File: src/rtl/rkx_pkg.sv
// Shared types and constants for the rolling-key XOR byte decoder.
package rkx_pkg;

  localparam int unsigned KeyWords = 4;
  localparam int unsigned WordW    = 32;
  localparam int unsigned PosW     = 2;
  localparam int unsigned CfgIdxW  = 3;

  // Configuration register indexes; anything else is ignored.
  typedef enum logic [CfgIdxW-1:0] {
    CfgKeyWord0 = 3'd0,
    CfgKeyWord1 = 3'd1,
    CfgKeyWord2 = 3'd2,
    CfgKeyWord3 = 3'd3
  } cfg_idx_e;

  typedef logic [KeyWords-1:0][WordW-1:0] key_t;

  typedef struct packed {
    logic [7:0] cipher_byte;
    logic       start_of_message;
    logic       end_of_message;
  } in_beat_t;

  typedef struct packed {
    logic [7:0] plain_byte;
    logic       last_out;
  } out_beat_t;

  // Result of one key step: keystream byte, rolled key, next position.
  typedef struct packed {
    logic [7:0]      ks;
    key_t            key;
    logic [PosW-1:0] pos;
  } step_res_t;

endpackage

File: src/rtl/rkx_keystep.sv
// One step of the rolling key: keystream byte and two-word update.
module rkx_keystep (
  input  rkx_pkg::key_t                 key_i,
  input  logic [rkx_pkg::PosW-1:0]      pos_i,
  output rkx_pkg::step_res_t            res_o
);
  import rkx_pkg::*;

  // Rotate right by 0..7 bits.
  function automatic logic [WordW-1:0] ror_w(logic [WordW-1:0] v, logic [2:0] n);
    logic [2*WordW-1:0] dbl;
    dbl = {v, v} >> n;
    return dbl[WordW-1:0];
  endfunction

  logic [PosW-1:0]  ia;
  logic [PosW-1:0]  ib;
  logic [WordW-1:0] wa;
  logic [WordW-1:0] wb;
  logic [WordW-1:0] wa_new;
  logic [WordW-1:0] wb_new;

  // Select the word pair at the current position.
  assign ia = pos_i;
  assign ib = pos_i + PosW'(1);
  assign wa = key_i[ia];
  assign wb = key_i[ib];

  // Roll a first, then b with the new a.
  assign wa_new = ror_w(wa, wb[2:0]) + WordW'(1);
  assign wb_new = ror_w(wb, wa_new[2:0]) + WordW'(1);

  always_comb begin
    res_o.ks       = wa[7:0] + wb[7:0];
    res_o.key      = key_i;
    res_o.key[ia]  = wa_new;
    res_o.key[ib]  = wb_new;
    res_o.pos      = pos_i + PosW'(1);
  end

endmodule

File: src/rtl/rolling_key_xor_byte_decoder_core.sv
// Top level of the rolling-key XOR byte decoder.
// An input beat passes through the input register, then the result register.
// Throughput: one byte per cycle unless the result beat is stalled; the key update
// is one rotate-add pair per word, done between the input and result registers.
// Reset: asynchronous, active low; clears both stage valids, the key, the position
// and the initial-key registers. No clearing pass.
module rolling_key_xor_byte_decoder_core (
  input  logic                         clk_i,
  input  logic                         rst_ni,
  input  logic                         in_valid_i,
  output logic                         in_stall_o,
  input  rkx_pkg::in_beat_t            in_beat_i,
  output logic                         out_valid_o,
  input  logic                         out_stall_i,
  output rkx_pkg::out_beat_t           out_beat_o,
  input  logic                         cfg_we_i,
  input  logic [rkx_pkg::CfgIdxW-1:0]  cfg_idx_i,
  input  logic [rkx_pkg::WordW-1:0]    cfg_data_i
);
  import rkx_pkg::*;

  key_t            key_init_q;
  key_t            key_q;
  logic [PosW-1:0] pos_q;
  logic            in_valid_q;
  in_beat_t        in_beat_q;
  logic            out_valid_q;
  out_beat_t       out_beat_q;

  logic            out_free;
  logic            advance;
  logic            in_take;
  key_t            key_eff;
  logic [PosW-1:0] pos_eff;
  step_res_t       step;

  // Handshake: the result stage frees when empty or taken.
  assign out_free   = !out_valid_q || !out_stall_i;
  assign advance    = in_valid_q && out_free;
  assign in_take    = in_valid_i && !in_stall_o;
  assign in_stall_o = in_valid_q && !out_free;

  // Start of message reloads the key and the position.
  assign key_eff = in_beat_q.start_of_message ? key_init_q : key_q;
  assign pos_eff = in_beat_q.start_of_message ? '0 : pos_q;

  rkx_keystep u_step (
    .key_i (key_eff),
    .pos_i (pos_eff),
    .res_o (step)
  );

  // Initial key registers.
  always_ff @(posedge clk_i or negedge rst_ni) begin
    if (!rst_ni) begin
      key_init_q <= '0;
    end else if (cfg_we_i) begin
      unique case (cfg_idx_i)
        CfgKeyWord0: key_init_q[0] <= cfg_data_i;
        CfgKeyWord1: key_init_q[1] <= cfg_data_i;
        CfgKeyWord2: key_init_q[2] <= cfg_data_i;
        CfgKeyWord3: key_init_q[3] <= cfg_data_i;
        default: ;
      endcase
    end
  end

  // Control: stage valids, rolling key and position.
  always_ff @(posedge clk_i or negedge rst_ni) begin
    if (!rst_ni) begin
      in_valid_q  <= 1'b0;
      out_valid_q <= 1'b0;
      key_q       <= '0;
      pos_q       <= '0;
    end else begin
      if (in_take) begin
        in_valid_q <= 1'b1;
      end else if (advance) begin
        in_valid_q <= 1'b0;
      end
      if (out_free) begin
        out_valid_q <= in_valid_q;
      end
      if (advance) begin
        key_q <= step.key;
        pos_q <= step.pos;
      end
    end
  end

  // Payload: hold the input beat, load the decoded beat.
  always_ff @(posedge clk_i) begin
    if (in_take) begin
      in_beat_q <= in_beat_i;
    end
    if (advance) begin
      out_beat_q.plain_byte <= in_beat_q.cipher_byte ^ step.ks;
      out_beat_q.last_out   <= in_beat_q.end_of_message;
    end
  end

  assign out_valid_o = out_valid_q;
  assign out_beat_o  = out_beat_q;

endmodule

File: config.mk
export PLATFORM = sky130hd
export DESIGN_NAME = rolling_key_xor_byte_decoder_core
export DESIGN_NICKNAME = d
export VERILOG_FILES = /design/src/rtl/rkx_pkg.sv /design/src/rtl/rkx_keystep.sv /design/src/rtl/rolling_key_xor_byte_decoder_core.sv
export SDC_FILE = /design/constraint.sdc
export NUM_CORES = 1
export LEC_CHECK = 0
export BUFFER_PORTS_ARGS = -buffer_cell sky130_fd_sc_hd__buf_2
export CAP_MARGIN = 20
export CELL_PAD_IN_SITES_DETAIL_PLACEMENT = 0
export CELL_PAD_IN_SITES_GLOBAL_PLACEMENT = 1
export CORE_ASPECT_RATIO = 1.2
export CORE_UTILIZATION = 45
export CTS_CLUSTER_DIAMETER = 30
export DETAILED_ROUTE_END_ITERATION = 10
export PLACE_DENSITY_LB_ADDON = 0.1
export SLEW_MARGIN = 0
export SYNTH_ARGS = -nofsm -noshare
export SYNTH_HDL_FRONTEND = slang
export SYNTH_SLANG_ARGS = --single-unit
File: constraint.sdc
create_clock -name clk_i -period 20.8 [get_ports clk_i]
set_input_delay 4.16 -clock clk_i [delete_from_list [all_inputs] [get_ports clk_i]]
set_output_delay 4.16 -clock clk_i [all_outputs]
set_load 0.01 [all_outputs]
==> metrics.md, run 1 <==
| Metric | Value |
|---|---|
| Layout cells sized above 1 | 28.9% |
| Total clock sinks | 279 |
| Clock Pin Slew Worst Setup and Hold Paths | approximately 0.050 ns |
| Worst setup endpoint | key_q[22]$_DFFE_PN0P_ |
| TritonCTS Buffers | 70 |
| Setup repair bufs after CTS | 0 |
| CTS tree | built |
| Adder-cell share of the synthesized area | 0.836% |
| Crit path required time | 21.30 ns |
| TritonRoute pass-1 iters | 5 |
| Maxcap violations | 0 |
| Reg2reg path depth | 23 |
| Register bit total from synthesis | around 280 |
| Min-delay worst type | flip-flop to flip-flop |
| H-tree lvl count | 3 |
| Rel. slew slack | between 20% and 30% |
| Post-DR wirelength/cell | 27.8 um |
| Synthesized area | 20000 um2 |
| R2r setup slk | 11.64 ns |
| Row count | 84 |
| Setup TNS | 0 ns |
| Antenna Cells | 0 |
| Compound-Gate Fraction of Synth Area | 15.3% |
| WS Path Type | flip-flop to flip-flop |
| Main flop type after synthesis | dfrtp_1 |
| Synth warn | 0 |
| DRC Markers | 0 |
| Post-synth EDFFs | 19 |
| DPL Wire Length | slightly below 50000 um |
| # IOs | slightly above 60 |
| Worst slew pin tran | about 1.1 ns |
| Worst clock skew | 0.0231 ns |
| Chip width | roughly 190 um |
| Max Freq | 0.109 GHz |
| Placer Congestion | 0.955 |
| Grt ovf | 0 |
| Largest family of logic cells by synthesized area | multiplexers |
| Overall Global Routing Usage | 32.6% |
| CP arrival | 9.65 ns |
| Post-cts sizing count | 0 |
| R2R Path Start | in_beat_q[1]$_DFFE_PP_ |
| Mux share of post-synthesis cell area | 28.9% |
| Unrepaired setup endpoints after global routing | false |
| Die height | 233 um |
| CP Launch Type | flip-flop |
| Port Buf Inserts | 60 |
| Minimum clock period | 9.16 ns |
| Asr flop ratio synth | 93.2% |
| # hold bufs at CTS | 0 |
| Hold slack | 0.419 ns |
| Core Footprint | 43900 um2 |
| Average instance area after synthesis | 10.1 um2 |
| Status | finished clean |
| Fin. max-slew vios | 0 |
| Initial antenna violation count | 0 |
| Vias in the first global route | 17000 |
| Vias/cell | roughly 6.5 |
| Critical path endpoint category | flip-flop |
| Worst R2R End | key_q[22]$_DFFE_PN0P_ |
| Post-Syn Instances | 1980 |
| First-pass GRT wire length | 110000 um |
| Crit. Startpoint | in_beat_q[1]$_DFFE_PP_ |
| Crit-path max FO | 50 |
| Clock Tree Buf Depth | 3 |
| Layout area overhead | 16.0% |
| XOR/XNOR share of the synthesized area | about 3.2% |
| Sequential-to-total area share from yosys stat | 35.3% |
| Final Hold Fails | 0 |
| Initial Utilization | a little under half |
| Clock Latency Late Sink | 0.60 ns |
| Die Area | roughly 45000 um2 |
| Synth Net Count | between 2000 and 2500 |
| Synth cell types | 93 |
| Iter 0 DRT Violations | 1463 |
| Vias | about 17000 |
| Cell at the root of the clock tree | clkbuf_16 |
| Final nets | 2069 |
| Final period utilization | 44.0% |
| Largest net degree at the start of global routing | 123 |
| Endpoints failing setup | 0 |
| Drt total wl | roughly 73000 um |
| Synth Area in Simple Gates | 12.5% |
| Routed Antenna Nets | 0 |
## final cells by class
class	instances	area [um2]
fillers	3950	20700
multi-input cells	1522	12200
flip-flops and latches	279	7080
clock buffers	89	1990
well taps	559	699
repair buffers	104	657
clock inverters	40	464
inverters	30	118
## Yosys cell counts, drive strengths merged, types with 7 or more instances
library cell | n | area share [%]
nor2 | 166 | 3.1
nand4 | 18 | 0.62
and2 | 11 | 0.34
mux4 | 85 | 9.6
nor4 | 8 | 0.42
and3 | 20 | 0.62
a21oi | 137 | 3.5
o221ai | 10 | 0.44
o22ai | 19 | 0.59
a21o | 15 | 0.56
xnor2 | 42 | 1.9
ha | 11 | 0.69
nand2 | 164 | 3.1
a22oi | 17 | 0.64
clkbuf | 96 | 1.8
a31oi | 25 | 0.78
o211ai | 18 | 0.70
a211oi | 50 | 1.9
dfrtp | 260 | 32
nor2b | 17 | 0.53
nor3 | 25 | 0.62
mux2i | 120 | 6.0
o21ai | 105 | 2.6
mux2 | 237 | 13
inv | 26 | 0.49
a32oi | 8 | 0.35
edfxtp | 19 | 2.8
nand2b | 12 | 0.37
buf | 53 | 1.6
a221oi | 16 | 0.73
xor2 | 28 | 1.3
nand3 | 41 | 1.1
or3 | 8 | 0.25
or2 | 7 | 0.22
## routing by layer
layer | part of all wire [%] | global-route usage, % | wire length, um
met1 | 42 | 41.8 | 30900
met2 | 48 | 53.6 | 34700
met3 | 5.7 | 5.14 | 4130
met4 | 4.2 | 16.0 | 3080
met5 | 0 | 0 | 0
## metrics by stage
step                setup WS, ns  utilization [%]  area [um2]  cells
CTS                        11.75             52.9       23200   2622
finish                     11.64             52.9       23200   2623
floorplan                  12.30                -       20000   1980
detailed placement         11.82             47.3       20800   2493
global placement           12.09             47.3       20800   2492
global route               11.05             52.9       23200   2623
## registers in the layout (all words and copies together) (netlist names)
signal and flops:
out_beat_o 9, out_valid_o 1, in_beat_q 10, pos_q 2, key_q 128, in_valid_q 1, key_init_q 128
## worst min path at each step
stage / startpoint / end / slack, ns / cells after the start
final: in_beat_q[0]$_DFFE_PP_ / out_beat_o[0]$_DFFE_PP_ / 0.42 / 0
after global routing: in_beat_q[0]$_DFFE_PP_ / out_beat_o[0]$_DFFE_PP_ / 0.42 / 0
after CTS: in_beat_q[0]$_DFFE_PP_ / out_beat_o[0]$_DFFE_PP_ / 0.42 / 0
after detailed placement: in_beat_q[0]$_DFFE_PP_ / out_beat_o[0]$_DFFE_PP_ / 0.41 / 0
after global placement: in_beat_q[0]$_DFFE_PP_ / out_beat_o[0]$_DFFE_PP_ / 0.40 / 0
after floorplan: in_beat_q[0]$_DFFE_PP_ / out_beat_o[0]$_DFFE_PP_ / 0.40 / 0
## cells by family (layout without fill, tap and decap cells)
group / after synthesis / count (layout)
AOI/OAI and AO/OA: 477 / 477
xor gates and xnor gates: 70 / 70
adders and majority gates: 13 / 13
buffers and inverters: 179 / 263
DFF: 279 / 279
muxes: 442 / 442
and+or+nand+nor: 520 / 520
## critical path, stage by stage (launching register included)
cell and delay [ns]:
edfxtp_1 0.50, nor2b_1 0.86, inv_1 0.16, ha_2 0.39, mux4_2 0.18, buf_4 0.41, clkinv_2 0.74, nand4_1 0.44
a21o_1 0.19, nand3_2 0.18, nand2_4 0.40, inv_2 0.26, ha_1 0.34, buf_4 0.35, clkinv_1 0.69, mux4_2 0.69
ha_1 0.24, nor2b_1 0.14, o221ai_1 0.20, a21oi_4 0.29, nand3_2 0.15, or4_1 0.69, xor2_2 0.22, a221oi_2 0.27
## placed cells by master (no fill, tap or decap), types with 6 or more instances in the layout
master      instances
nor3_1             25
ha_1               10
clkbuf_1            6
nand4_1            16
xor2_1             27
clkinvlp_4          9
nand2_1           162
a221oi_1           15
clkbuf_8           10
xnor2_1            41
clkinv_2           19
mux2_2            237
a32oi_1             8
and2_1             11
a21oi_1           135
clkbuf_16          73
buf_4              42
edfxtp_1           19
inv_1              21
a21o_1             15
bufinv_16           9
mux2i_1           119
a22oi_1            17
o221ai_1           10
a211oi_1           49
or3_1               8
nor2b_1            17
o22ai_1            19
and3_1             20
dfrtp_1           259
or2_2               6
mux4_2             84
buf_2              59
nor2_1            161
nand2b_1           12
o211ai_1           17
o21ai_0           100
a31oi_1            25
nand3_1            38
Power of run 1 is not shown: default switching activity piles up to over one toggle a cycle in this logic, so the estimate is an artifact.
==> inputs of run 2 (changes only) <==
clock period = 9.37 ns   (was 20.8 ns; I/O delays follow)
==> metrics.md, run 2 (synthesis results as in run 1) <==
| Metric | Value |
|---|---|
| Slowest Stage Delay on Critical Path | 0.69 ns (-0.17 ns) |
| Clock Tree Buf Depth | 3 (unchanged) |
| Final period utilization | 85.0% (+41 points) |
| Chip width | 195 um (unchanged) |
| Endpoints failing setup | 0 (unchanged) |
| Commonest non-fill, non-tap cell in the layout | dfrtp_1 |
| Maxcap violations | 0 (unchanged) |
| TritonRoute pass-1 iters | 6 (+1) |
| Final nets | 2073 (+0.19%) |
| Max Freq | 0.126 GHz (+15%) |
| Unrepaired setup endpoints after global routing | false |
| Commonest non-fill, non-tap cells in the layout | 259 x dfrtp_1, 237 x mux2_2, 162 x nand2_1, 161 x nor2_1, 135 x a21oi_1 |
| Post-cts sizing count | 0 (unchanged) |
| Worst hold path depth | 0 (unchanged) |
| Total clock sinks | 279 (unchanged) |
| Post-place setup slack | 1.41 ns (-10.42 ns) |
| Routed Antenna Nets | 0 (unchanged) |
| TritonCTS Buffers | 71 (+1.4%) |
| CP Buf/Inv Count | 6 (unchanged) |
| Crit-path cells | buf_4 > mux2i_1 > mux4_2 > buf_4 > clkinv_2 > buf_4 > o211ai_2 > nand3_4 > nand2_4 > inv_2 > ha_1 > clkinv_1 > mux4_2 > ha_1 > nor2b_1 > o221ai_1 > a21oi_4 > nand3_2 > or4_1 > xor2_2 > a221oi_2 |
| Area occupied by registers | 7080 um2 (unchanged) |
| Placer Congestion | 0.953 (-0.26%) |
| Crit path required time | 9.87 ns (-11.43 ns) |
| Drt total wl | 76800 um (+5.5%) |
| Final instance area | 23400 um2 (+0.69%) |
| Die height | 233 um (unchanged) |
| Status | finished clean |
| WS Path Type | flip-flop to flip-flop |
| Port Buf Inserts | 60 (unchanged) |
| Largest net degree at the start of global routing | 148 (+20%) |
| Min-delay worst type | flip-flop to flip-flop |
| Worst clock skew | 0.0285 ns (+0.00541 ns) |
| Critical path endpoint category | flip-flop |
| Fin. max-slew vios | 0 (unchanged) |
| Overall Global Routing Usage | 34.2% (+1.6 points) |
| Layout cells sized above 1 | 29.0% (+0.15 points) |
| Cell at the root of the clock tree | clkbuf_16 |
| # IOs | 61 (unchanged) |
| Multi-input logic area | 12200 um2 (about the same) |
| Critical path's slowest cell | mux4_2 |
| First-pass GRT wire length | 115000 um (+4.4%) |
| Biggest regs | key_init_q: 128 flops, key_q: 128 flops, in_beat_q: 10 flops |
| DRC Markers | 0 (unchanged) |
| Vias in the first global route | 17200 (+1.4%) |
| Final Hold Fails | 0 (unchanged) |
| Vias/cell | 6.62 (+1.5%) |
| Row count | 84 (unchanged) |
| Iter 0 DRT Violations | 1536 (+5.0%) |
| Core Footprint | 43900 um2 (unchanged) |
| CTS tree | built |
| Minimum clock period | 7.96 ns (-1.19 ns) |
| Vias | 17400 (+1.5%) |
| Grt ovf | 0 (unchanged) |
| DPL Wire Length | 52100 um (+5.8%) |
| CP arrival | 8.46 ns (-1.19 ns) |
| Final WS setup | 1.41 ns (-10.24 ns) |
| Rel. slew slack | 20.9% (-5.5 points) |
| Cell total after placement | 2497 (+0.16%) |
| Post-DR wirelength/cell | 29.3 um (+5.5%) |
| Initial antenna violation count | 1 (+1) |
| Layout area overhead | 16.8% |
| Clock Pin Slew Worst Setup and Hold Paths | 0.05 ns (about the same) |
| Reg2reg path depth | 21 (-8.7%) |
| Setup TNS | 0 ns (unchanged) |
| Critical path's top delay family | buffers and inverters |
| Crit path top cell by count | buf_4 |
| Die Area | 45400 um2 (unchanged) |
| Antenna Cells | 0 (unchanged) |
| Crit-path max FO | 33 (-34%) |
| Non-Filler Instances | 2623 (unchanged) |
| Clock Latency Late Sink | 0.61 ns (about the same) |
| Initial Utilization | 45.6% (unchanged) |
| H-tree lvl count | 3 (unchanged) |
| Layout fillers | 3927 (-0.58%) |
| CP Launch Type | flip-flop |
| # hold bufs at CTS | 0 (unchanged) |
| Worst slew pin tran | 1.19 ns (+0.0916 ns) |
| Placed cell areas | 20800 um2 (+0.20%) |
| WP depth | 21 (-8.7%) |
| Setup repair bufs after CTS | 0 (unchanged) |
run 2: cell count changes in the layout (fill, tap and decap cells not counted), moves of 2 or more:
cell / before / now
buf_4: 42 / 45
bufinv_16: 9 / 15
clkinv_1: 3 / 1
clkinv_2: 19 / 14
clkinv_4: 1 / 4
inv_6: 4 / 1
run 2: worst paths after layout:
check / slack (ns) / from / to
max: 1.41 / pos_q[0]$_DFFE_PN0P_ / key_q[22]$_DFFE_PN0P_
min: 0.42 / in_beat_q[0]$_DFFE_PP_ / out_beat_o[0]$_DFFE_PP_
max reg2reg: 1.41 / pos_q[0]$_DFFE_PN0P_ / key_q[22]$_DFFE_PN0P_
min reg2reg: 0.42 / in_beat_q[0]$_DFFE_PP_ / out_beat_o[0]$_DFFE_PP_
max in group asynchronous: 6.89 / rst_ni / key_q[92]$_DFFE_PN0P_
min in group asynchronous: 1.20 / rst_ni / key_init_q[105]$_DFFE_PN0P_
run 2: cell type report:
type	instances	area share, %
Multi-Input combinational cell	1522	52.3
Sequential cell	279	30.3
Clock buffer	88	8.43
Tap cell	559	2.99
Timing Repair Buffer	107	2.94
Clock inverter	38	2.58
Inverter	30	0.502
run 2: worst reg2reg max path: cells and delay by family (launching register included):
kind	cells	cell delay, ns
mux	3	1.25
flops	1	0.67
compound gates	4	0.99
buf+inv	6	2.60
simple gates	5	1.52
fa+ha+maj	2	0.62
xor+xnor	1	0.22
run 2: metrics by stage:
step | util, % | hold slack (ns)
5_1_grt | 53.3 | 0.437
4_1_cts | 53.3 | 0.422
3_3_place_gp | 47.4 | 0.402
3_5_place_dp | 47.4 | 0.405
6_report | 53.3 | 0.425
2_1_floorplan | - | 0.400
run 2: layer usage:
layer	vias up	GRT usage (%)	wire length, um
li1	7552	-	-
met1	8823	43.0	31700
met2	767	55.9	36300
met3	210	6.08	4970
met4	0	18.6	3820
met5	-	0	0
Power of run 2 is left out for the same reason.
